## config.mk

```make
export PLATFORM = sky130hd
export DESIGN_NAME = keyframe_linear_interpolator_core
export DESIGN_NICKNAME = d
export VERILOG_FILES = /design/src/hw/rtl/kli_pkg.sv /design/src/hw/rtl/keyframe_linear_interpolator_core.sv
export SDC_FILE = /design/constraint.sdc
export NUM_CORES = 2
export LEC_CHECK = 0
export ABC_CLOCK_PERIOD_IN_PS = 13800
export BUFFER_PORTS_ARGS = -buffer_cell sky130_fd_sc_hd__buf_2
export CAP_MARGIN = 10
export CORE_ASPECT_RATIO = 1.5
export CORE_UTILIZATION = 40
export CTS_BUF_LIST = sky130_fd_sc_hd__clkbuf_4
export DETAILED_ROUTE_END_ITERATION = 8
export MAX_ROUTING_LAYER = met4
export SLEW_MARGIN = 25
export SYNTH_ARGS = -nofsm -noshare
export SYNTH_HDL_FRONTEND = slang
export SYNTH_SLANG_ARGS = --single-unit
export TNS_END_PERCENT = 5
```

## constraint.sdc

```tcl
create_clock -name clk -period 13.8 [get_ports clk]
set_input_delay 0.69 -clock clk [delete_from_list [all_inputs] [get_ports clk]]
set_output_delay 0.69 -clock clk [all_outputs]
set_load 0.01 [all_outputs]
```

## src/hw/rtl/kli_pkg.sv

```systemverilog
`default_nettype none
package kli_pkg;

	localparam int unsigned BLEND_W   = 17;
	localparam int unsigned DIV_STEPS = 17;

	localparam logic REQ_WRITE = 1'b0;
	localparam logic REQ_EVAL  = 1'b1;

	localparam logic [1:0] CASE_EMPTY   = 2'd0;
	localparam logic [1:0] CASE_SINGLE  = 2'd1;
	localparam logic [1:0] CASE_INTERP  = 2'd2;
	localparam logic [1:0] CASE_CLAMPED = 2'd3;

	localparam logic [1:0] CH_X     = 2'd0;
	localparam logic [1:0] CH_Y     = 2'd1;
	localparam logic [1:0] CH_ANGLE = 2'd2;

	localparam logic REG_FRAME_COUNT = 1'b0;

	typedef struct packed {
		logic               req_type;
		logic        [2:0]  frame_slot;
		logic signed [31:0] key_time;
		logic signed [31:0] key_x;
		logic signed [31:0] key_y;
		logic signed [31:0] key_angle;
		logic signed [31:0] query_time;
	} req_t;

	typedef struct packed {
		logic signed [31:0] result_time;
		logic signed [31:0] result_x;
		logic signed [31:0] result_y;
		logic signed [31:0] result_angle;
		logic        [1:0]  result_case;
	} result_t;

	typedef struct packed {
		logic signed [31:0] t;
		logic signed [31:0] x;
		logic signed [31:0] y;
		logic signed [31:0] angle;
	} frame_t;

	typedef enum logic [2:0] {
		ST_IDLE,
		ST_RD,
		ST_GOT,
		ST_DIV,
		ST_MUL,
		ST_ADD
	} state_t;

endpackage
`default_nettype wire

```

## src/hw/rtl/keyframe_linear_interpolator_core.sv

```systemverilog
// With no frames the result is registered straight from idle; otherwise the core scans the
// frames one at a time (one read port on the frame store), then runs the shared blend divider
// (skipped for a zero-length segment) and the shared multiplier when a segment brackets the
// time. A write word is taken only in idle, and busy holds until the result, so no new word
// is taken while an evaluation runs. The done strobe lasts one cycle and cannot be stalled.
// Reset clears frame_count and control; frame slots hold nothing defined until written.
`default_nettype none
module keyframe_linear_interpolator_core #(
	parameter int MAX_FRAMES = 8
) (
	input  wire logic             clk,
	input  wire logic             arst_n,
	input  wire logic             start,
	output logic                  busy,
	input  wire kli_pkg::req_t    req,
	output logic                  done,
	output kli_pkg::result_t      result,
	input  wire logic             psel,
	input  wire logic             penable,
	input  wire logic             pwrite,
	input  wire logic [2:0]       paddr,
	input  wire logic [31:0]      pwdata,
	output logic [31:0]           prdata,
	output logic                  pready
);
	import kli_pkg::*;

	localparam int AW = (MAX_FRAMES > 1) ? $clog2(MAX_FRAMES) : 1;
	localparam int NW = $clog2(MAX_FRAMES + 1);

	frame_t             mem [MAX_FRAMES];
	frame_t             rd_data_q;
	frame_t             prev_q;
	frame_t             cur_q;
	state_t             state_q, state_d;
	logic [3:0]         frame_count_q;
	logic [AW-1:0]      idx_q;
	logic [AW-1:0]      last_idx_q;
	logic               one_q;
	logic signed [31:0] q_q;
	logic [32:0]        rem_q;
	logic [32:0]        den_q;
	logic [BLEND_W-1:0] blend_q;
	logic [4:0]         cnt_q;
	logic [1:0]         ch_q;
	logic signed [50:0] prod_q;
	result_t            result_q;
	logic               done_q;

	logic               accept;
	logic               eval_go;
	logic [NW-1:0]      n_d;
	logic               first;
	logic               hit;
	logic               den_zero;
	logic               last;
	logic [33:0]        div_diff;
	logic signed [31:0] a_sel, b_sel;
	logic signed [32:0] span;
	logic signed [50:0] prod_d;
	logic signed [32:0] num_d;
	logic signed [32:0] den_d;

	assign pready = 1'b1;
	assign prdata = (paddr[2] == REG_FRAME_COUNT) ? {28'd0, frame_count_q} : 32'd0;
	assign busy   = (state_q != ST_IDLE);
	assign done   = done_q;
	assign result = result_q;

	always_ff @(posedge clk or negedge arst_n) begin
		if (!arst_n) begin
			frame_count_q <= 4'd0;
		end else if (psel && penable && pwrite && pready && paddr[2] == REG_FRAME_COUNT) begin
			frame_count_q <= pwdata[3:0];
		end
	end

	always_comb begin
		if (int'(frame_count_q) > MAX_FRAMES) begin
			n_d = NW'(MAX_FRAMES);
		end else begin
			n_d = NW'(frame_count_q);
		end
	end

	always_comb begin
		accept   = start && !busy;
		eval_go  = accept && req.req_type == REQ_EVAL;
		first    = (idx_q == '0);
		hit      = (prev_q.t <= q_q) && (rd_data_q.t >= q_q);
		den_zero = (rd_data_q.t == prev_q.t);
		last     = (idx_q == last_idx_q);
		num_d    = {q_q[31], q_q} - {prev_q.t[31], prev_q.t};
		den_d    = {rd_data_q.t[31], rd_data_q.t} - {prev_q.t[31], prev_q.t};
		div_diff = {1'b0, rem_q} - {1'b0, den_q};
		case (ch_q)
			CH_X: begin
				a_sel = prev_q.x;
				b_sel = cur_q.x;
			end
			CH_Y: begin
				a_sel = prev_q.y;
				b_sel = cur_q.y;
			end
			default: begin
				a_sel = prev_q.angle;
				b_sel = cur_q.angle;
			end
		endcase
		span   = {b_sel[31], b_sel} - {a_sel[31], a_sel};
		prod_d = span * $signed({1'b0, blend_q});
	end

	always_comb begin
		state_d = state_q;
		case (state_q)
			ST_IDLE: begin
				if (eval_go && n_d != '0) begin
					state_d = ST_RD;
				end
			end
			ST_RD: begin
				state_d = ST_GOT;
			end
			ST_GOT: begin
				if (first) begin
					state_d = one_q ? ST_IDLE : ST_RD;
				end else if (hit) begin
					state_d = den_zero ? ST_MUL : ST_DIV;
				end else begin
					state_d = last ? ST_IDLE : ST_RD;
				end
			end
			ST_DIV: begin
				if (cnt_q == 5'(DIV_STEPS - 1)) begin
					state_d = ST_MUL;
				end
			end
			ST_MUL: begin
				state_d = ST_ADD;
			end
			ST_ADD: begin
				if (ch_q == CH_ANGLE) begin
					state_d = ST_IDLE;
				end else begin
					state_d = ST_MUL;
				end
			end
			default: begin
				state_d = ST_IDLE;
			end
		endcase
	end

	always_ff @(posedge clk or negedge arst_n) begin
		if (!arst_n) begin
			state_q <= ST_IDLE;
		end else begin
			state_q <= state_d;
		end
	end

	always_ff @(posedge clk) begin
		if (accept && req.req_type == REQ_WRITE && int'(req.frame_slot) < MAX_FRAMES) begin
			mem[AW'(req.frame_slot)] <= '{t: req.key_time, x: req.key_x,
				y: req.key_y, angle: req.key_angle};
		end
		rd_data_q <= mem[idx_q];
	end

	always_ff @(posedge clk or negedge arst_n) begin
		if (!arst_n) begin
			done_q <= 1'b0;
		end else begin
			done_q <= (state_q == ST_IDLE && eval_go && n_d == '0)
				|| (state_q == ST_GOT && first && one_q)
				|| (state_q == ST_GOT && !first && !hit && last)
				|| (state_q == ST_ADD && ch_q == CH_ANGLE);
		end
	end

	always_ff @(posedge clk) begin
		case (state_q)
			ST_IDLE: begin
				if (eval_go) begin
					q_q        <= req.query_time;
					idx_q      <= '0;
					one_q      <= (n_d == NW'(1));
					last_idx_q <= AW'(n_d - NW'(1));
					if (n_d == '0) begin
						result_q <= '{result_time: '0, result_x: '0, result_y: '0,
							result_angle: '0, result_case: CASE_EMPTY};
					end
				end
			end
			ST_GOT: begin
				if (first) begin
					prev_q <= rd_data_q;
					idx_q  <= AW'(1);
					if (one_q) begin
						result_q <= '{result_time: rd_data_q.t, result_x: rd_data_q.x,
							result_y: rd_data_q.y, result_angle: rd_data_q.angle,
							result_case: CASE_SINGLE};
					end
				end else if (hit) begin
					cur_q                <= rd_data_q;
					rem_q                <= num_d;
					den_q                <= den_d;
					blend_q              <= '0;
					cnt_q                <= 5'd0;
					ch_q                 <= CH_X;
					result_q.result_time <= q_q;
					result_q.result_case <= CASE_INTERP;
				end else if (last) begin
					result_q <= '{result_time: rd_data_q.t, result_x: rd_data_q.x,
						result_y: rd_data_q.y, result_angle: rd_data_q.angle,
						result_case: CASE_CLAMPED};
				end else begin
					prev_q <= rd_data_q;
					idx_q  <= idx_q + AW'(1);
				end
			end
			ST_DIV: begin
				blend_q <= {blend_q[BLEND_W-2:0], !div_diff[33]};
				rem_q   <= div_diff[33] ? {rem_q[31:0], 1'b0} : {div_diff[31:0], 1'b0};
				cnt_q   <= cnt_q + 5'd1;
			end
			ST_MUL: begin
				prod_q <= prod_d;
			end
			ST_ADD: begin
				case (ch_q)
					CH_X: begin
						result_q.result_x <= a_sel + prod_q[47:16];
					end
					CH_Y: begin
						result_q.result_y <= a_sel + prod_q[47:16];
					end
					default: begin
						result_q.result_angle <= a_sel + prod_q[47:16];
					end
				endcase
				ch_q <= ch_q + 2'd1;
			end
			default: begin
			end
		endcase
	end

endmodule
`default_nettype wire
```

# --- After elaboration in Yosys (flattened, before gate mapping) ---
# Memories as Yosys holds them, arrays and structs flattened. A register that Yosys moved wholly into a read port is not among the register bits.
# Index checks and enable logic that the tools add are counted.
word_totals:
  ram_bits: 1024
  n_memories: 1
  inputBits: 205
  ff_bits: 539
mem_list:
  columns: ["memory", "depth", "word_bits", "read_ports", "rd_clocked_by_memory_dff", "wr", "line_no", "source"]
  rows:
  - ["mem", 8, 128, 1, 1, 1, "keyframe_linear_interpolator_core.sv:31", "frame_t mem [MAX_FRAMES];"]
classes:
  addsub: 9
  muxes: 50
  magnitude_cmp: 3
  n_mul: 1
  bitwise: 3
  n_eq_ne: 27
  reduce_logical: 45
ops:
  columns: ["cell", "n"]
  rows:
  - ["$mux W130", 5]
  - ["$mux W128", 3]
  - ["$pmux W96 S3", 1]
  - ["$pmux W32 S2", 3]
  - ["$mux W32", 4]
  - ["$mux W33", 3]
  - ["$sub A32 B32 Y33", 3]
  - ["$mux W96", 1]
  - ["$pmux W33 S2", 1]
  - ["$mul A33 B18 Y48", 1]
  - ["$mux W17", 2]
  - ["$pmux W17 S2", 1]
  - ["$sub A33 B33 Y34", 1]
  - ["$add A32 B32 Y32", 1]
  - ["$eq A32 B32 Y1", 1]
  - ["$ge A32 B32 Y1", 1]
  - ["$le A32 B32 Y1", 1]
  - ["$mux W3", 10]
  - ["$reduce_and A7 Y1", 3]
  - ["$pmux W3 S6", 1]
  - ["$logic_and A1 B1 Y1", 16]
  - ["$ne A2 B2 Y1 const B", 8]
  - ["$ne A3 B3 Y1 const B", 4]
  - ["$reduce_and A3 Y1", 4]
  - ["35 further kinds", 59]

# --- Depth between registers and ports, before layout ---
logic_depth:
  depth_word: 9
  ltp_mapped: 43
  depth_no_buf: 40

# --- Worst setup path before layout ---
# No wires, ideal clock.
synth_timing:
  path_kind: "register -> register"
  from: "register state_q[2]"
  to: "memory mem[0][0] (netlist name), enable pin"
  setup_ns: 0.774
  stages_incl_launch_ff: 6
  period_less_slack_ns: 10.648
  slack_ns: 3.152
  t_required_ns: 13.026
  arrival_time_ns: 9.874
  cell_sequence: "dfrtp_1 -> clkbuf_1 -> nor3_1 -> nand2_1 -> or3_1 -> nor3_1"
synth_via:
  elab_chain_cells: 6
synth_rtl:
  columns: ["item", "line_no", "source"]
  rows:
  - ["start: declaration", "keyframe_linear_interpolator_core.sv:35", "state_t state_q, state_d;"]
  - ["start signal: assignment", "keyframe_linear_interpolator_core.sv:159", "state_q <= state_d;"]
  - ["$reduce_bool A3 Y1", "keyframe_linear_interpolator_core.sv:66", "assign busy = (state_q != ST_IDLE);"]
  - ["$logic_not A1 Y1", "keyframe_linear_interpolator_core.sv:87", "accept = start && !busy;"]
  - ["$logic_and A1 B1 Y1", "keyframe_linear_interpolator_core.sv:87", null]
  - ["$logic_and A1 B1 Y1", "keyframe_linear_interpolator_core.sv:164", "if (accept && req.req_type == REQ_WRITE && int'(req.frame_slot) < MAX_FRAMES) begin"]
  - ["$mux W1", "keyframe_linear_interpolator_core.sv:164", null]
  - ["$mux W1 (implied by the code)", "keyframe_linear_interpolator_core.sv:165", "mem[AW'(req.frame_slot)] <= '{t: req.key_time, x: req.key_x,"]
  - ["end: declaration", "keyframe_linear_interpolator_core.sv:31", null]
# Every way passes these cells.

# --- Worst setup path in the final report ---
layout_timing:
  from: "register ch_q[0]"
  to: "register prod_q[44], data pin"
layout_via:
  elab_chain_cells: 4
  elab_cells_between_ends: 6
  cone_classes: "1 x add/sub; 1 x mul; 1 x eq/ne; 2 x mux; 1 x reduce/logical"
layout_rtl:
  columns: ["item", "line_no", "source"]
  rows:
  - ["start: declaration", "keyframe_linear_interpolator_core.sv:45", "logic [1:0] ch_q;"]
  - ["start signal: assignment", "keyframe_linear_interpolator_core.sv:243", "ch_q <= ch_q + 2'd1;"]
  - ["$eq A2 B1 Y1 / $logic_not A2 Y1 (equally long branches)", "keyframe_linear_interpolator_core.sv:96", "case (ch_q)"]
  - ["$pmux W32 S2", "keyframe_linear_interpolator_core.sv:96", null]
  - ["$sub A32 B32 Y33 (*)", "keyframe_linear_interpolator_core.sv:110", "span = {b_sel[31], b_sel} - {a_sel[31], a_sel};"]
  - ["$mul A33 B18 Y48 (*)", "keyframe_linear_interpolator_core.sv:111", "prod_d = span * $signed({1'b0, blend_q});"]
  - ["net prod_d[44]", "keyframe_linear_interpolator_core.sv:60", "logic signed [50:0] prod_d;"]
  - ["end signal: assignment", "keyframe_linear_interpolator_core.sv:229", "prod_q <= prod_d;"]
  - ["end: declaration", "keyframe_linear_interpolator_core.sv:46", "logic signed [50:0] prod_q;"]
# The timed path passes the listed nets; every way through them passes the cells marked *.
# A chain may end at the register's enable or synchronous reset.

==> flow_metrics.env <==
export IMPL_avgSynthCellArea_um2=14.2
export IMPL_vias_per_cell=5.21
export IMPL_worstHoldStart="req[17]"
export IMPL_crit_path_start_kind="flop"
export IMPL_dieArea_um2=221000
export IMPL_ctsResizeCount=0
export IMPL_grtUsageTotal_pct=21.7
export IMPL_synth_seq_area_share_pct=55.8
export IMPL_hold_depth=2
export IMPL_worstReg2RegEnd="prod_q[44]"
export IMPL_yosys_top_cells_area="edfxtp_1 (53%), fa_1 (12%), mux4_2 (6.6%)"
export IMPL_period_needed_ps=11360
export IMPL_hold_viol=0
export IMPL_crit_type="reg -> reg"
export IMPL_drt_total_wl_um=230000
export IMPL_skew_ps=149
export IMPL_rows=210
export IMPL_overflow=0
export IMPL_yosysUniqueCellTypes=85
export IMPL_root_buffer="clkbuf_4"
export IMPL_maxCapViolCount=0
export IMPL_insertion_delay_ps=1260
export IMPL_setup_viol=0
export IMPL_critPathMaxStageDelay_ps=810
export IMPL_cts_made_buffers=390
export IMPL_gp_congestion=0.929
export IMPL_hold_class="in -> reg"
export IMPL_post_drt_wl_per_cell_um=22.7
export IMPL_critical_path_required_ps=14730
export IMPL_cts_hold_buffers=173
export IMPL_synthArstFlopShare_pct=0.478
export IMPL_path_clk_slew_ps=80
export IMPL_grt_pass1_wl_um=348000
export IMPL_hpwl_um=158000
export IMPL_status="complete, no violations"
export IMPL_pre_cts_slack_ps=2500
export IMPL_drc_errors=0
export IMPL_yosysTopAreaCell="edfxtp_1"
export IMPL_vias=52832
export IMPL_clock_sinks=1675
export IMPL_grt_max_degree=130
export IMPL_finalNetCount=7949
export IMPL_io_pins=370
export IMPL_die_y_um=576
export IMPL_drv_slew=0
export IMPL_area_delta_synth_final_pct=14.1
export IMPL_ff2ff_setup_slack_ps=2440
export IMPL_tritoncts="yes"
export IMPL_ant_nets=0
export IMPL_dieWidth_um=384
export IMPL_grt_pass1_vias=57129
export IMPL_core_area_um2=218000
export IMPL_post_cts_buffers=0
export IMPL_drt_iter0_drc=3341
export IMPL_clockBufferDepth=4
export IMPL_rsz0062_at_grt="no"
export IMPL_cts_htree_levels=5
export IMPL_synthCells=6161
export IMPL_first_pass_iters=7
export IMPL_yosysWarningCount=0
export IMPL_cp_common_cell="fa_1"
export IMPL_cp_top_family="adder cells"
export IMPL_worstMarginPinSlew_ps=1110
export IMPL_setup_tns_ps=0
export IMPL_initial_core_util_pct=40.2
export IMPL_fmax_mhz=88.1
export IMPL_antenna_found_initial=30
export IMPL_synth_edf_count=1539
export IMPL_synth_ff_type="edfxtp_1"
export IMPL_ys_ff_latch=1675
export IMPL_max_slew_margin_rel_pct=26.3
export IMPL_synth_top_cell_area_share_pct=52.7
export IMPL_worst_path_buf_inv=6
export IMPL_endpoint_kind="flop"
export IMPL_rr_worst_depth=35
export IMPL_port_buffers=310
export IMPL_drive_gt1_share_pct=20.9
export IMPL_setup_slack_ps=2440
export IMPL_cpMaxStageDelayCell="xnor2_2"
export IMPL_syn_area_um2=87700
export IMPL_finalCritPeriodShare_pct=82.3
export IMPL_whs_endpoint="q_q[17]"
export IMPL_arrival_ps=12290
export IMPL_r2r_start="ch_q[0]"
export IMPL_critical_path_max_fanout=44
## cell families after synthesis
kind of cell	after synthesis	synth area share, %
fa+ha+maj	830	16.3
mux	390	8.29
xor+xnor	172	1.73
other cells	2	0.00856
flops	1675	55.8
simple gates	1232	6.93
compound gates	805	6.29
buf+inv	1055	4.66
## flip-flops by register name, summed over array words and instances, names as in the netlist, 5 cells and up
name,flops
cur_q,96
rem_q,33
den_q,33
prev_q,128
mem,1024
blend_q,17
cnt_q,5
rd_data_q,128
q_q,32
result,130
prod_q,32
## final cells by class
| cell class | count | area [um^2] |
|---|---|---|
| Timing Repair Buffer | 592 | 4210 |
| Tap cell | 2862 | 3580 |
| Clock inverter | 122 | 728 |
| Fill cell | 19594 | 118000 |
| Inverter | 797 | 2990 |
| Clock buffer | 587 | 4410 |
| Sequential cell | 1675 | 49000 |
| Antenna cell | 41 | 103 |
| Multi-Input combinational cell | 3458 | 35100 |
## through the flow
stage,cells,utilization (%),cell area [um^2],hold slack [ps]
global placement,9207,42.6,93000,440
global route,10133,45.9,100000,101
CTS,10090,45.8,99900,47.6
finish,10134,45.9,100000,187
floorplan,6188,-,87900,394
detailed placement,9208,42.7,93000,438
## worst max path at each step
stage            endpoint  slack, ps       start  depth (start not counted)
3_5_place_dp   prod_q[44]       2500     ch_q[0]                         35
6_report       prod_q[44]       2440     ch_q[0]                         35
3_3_place_gp   prod_q[47]       2570     ch_q[0]                         38
2_1_floorplan   mem[0][0]       3150  state_q[2]                          5
4_1_cts        prod_q[44]       2440     ch_q[0]                         35
5_1_grt        prod_q[44]       1910     ch_q[0]                         37
## placed cells by master (no fill, tap or decap), types with 49 or more instances in the layout
cell	count
nor2_1	150
nand2b_1	52
buf_4	100
dfxtp_1	128
dlygate4sd3_1	173
a21o_1	182
and2_1	283
mux2_2	132
o21ai_0	101
inv_1	797
a22o_1	68
xnor2_1	102
buf_2	310
ha_1	309
clkbuf_4	587
nand2_1	470
mux4_2	256
a21oi_1	188
nor2b_1	82
xor2_1	49
fa_1	519
clkinv_1	83
edfxtp_1	1539
## Yosys cell counts, drive strengths merged, types with 19 or more instances
cell type  count
and2         284
ha           311
nand2        470
a22o          68
a31oi         25
a21o         182
nand4         26
and3          20
inv          797
nor2         158
a21oi        192
edfxtp      1539
nand2b        52
dfxtp        128
mux2         132
fa           519
nor2b         83
nor3          50
o21ai        108
buf           83
a22oi         35
clkbuf       175
mux4         256
xor2          56
nand3         46
a211oi        39
o21a          35
o21bai        19
xnor2        116
## metal layers
layer / wire, um / global-route usage [%] / vias to the layer above
met5: 0 / - / -
met4: 6490 / 7.11 / 0
met3: 13900 / 4.08 / 384
met2: 119000 / 37.2 / 1581
met1: 91000 / 25.5 / 27250
li1: - / - / 23617
Power is not shown: default switching activity piles up to over one toggle a cycle in this logic, so the estimate is an artifact.
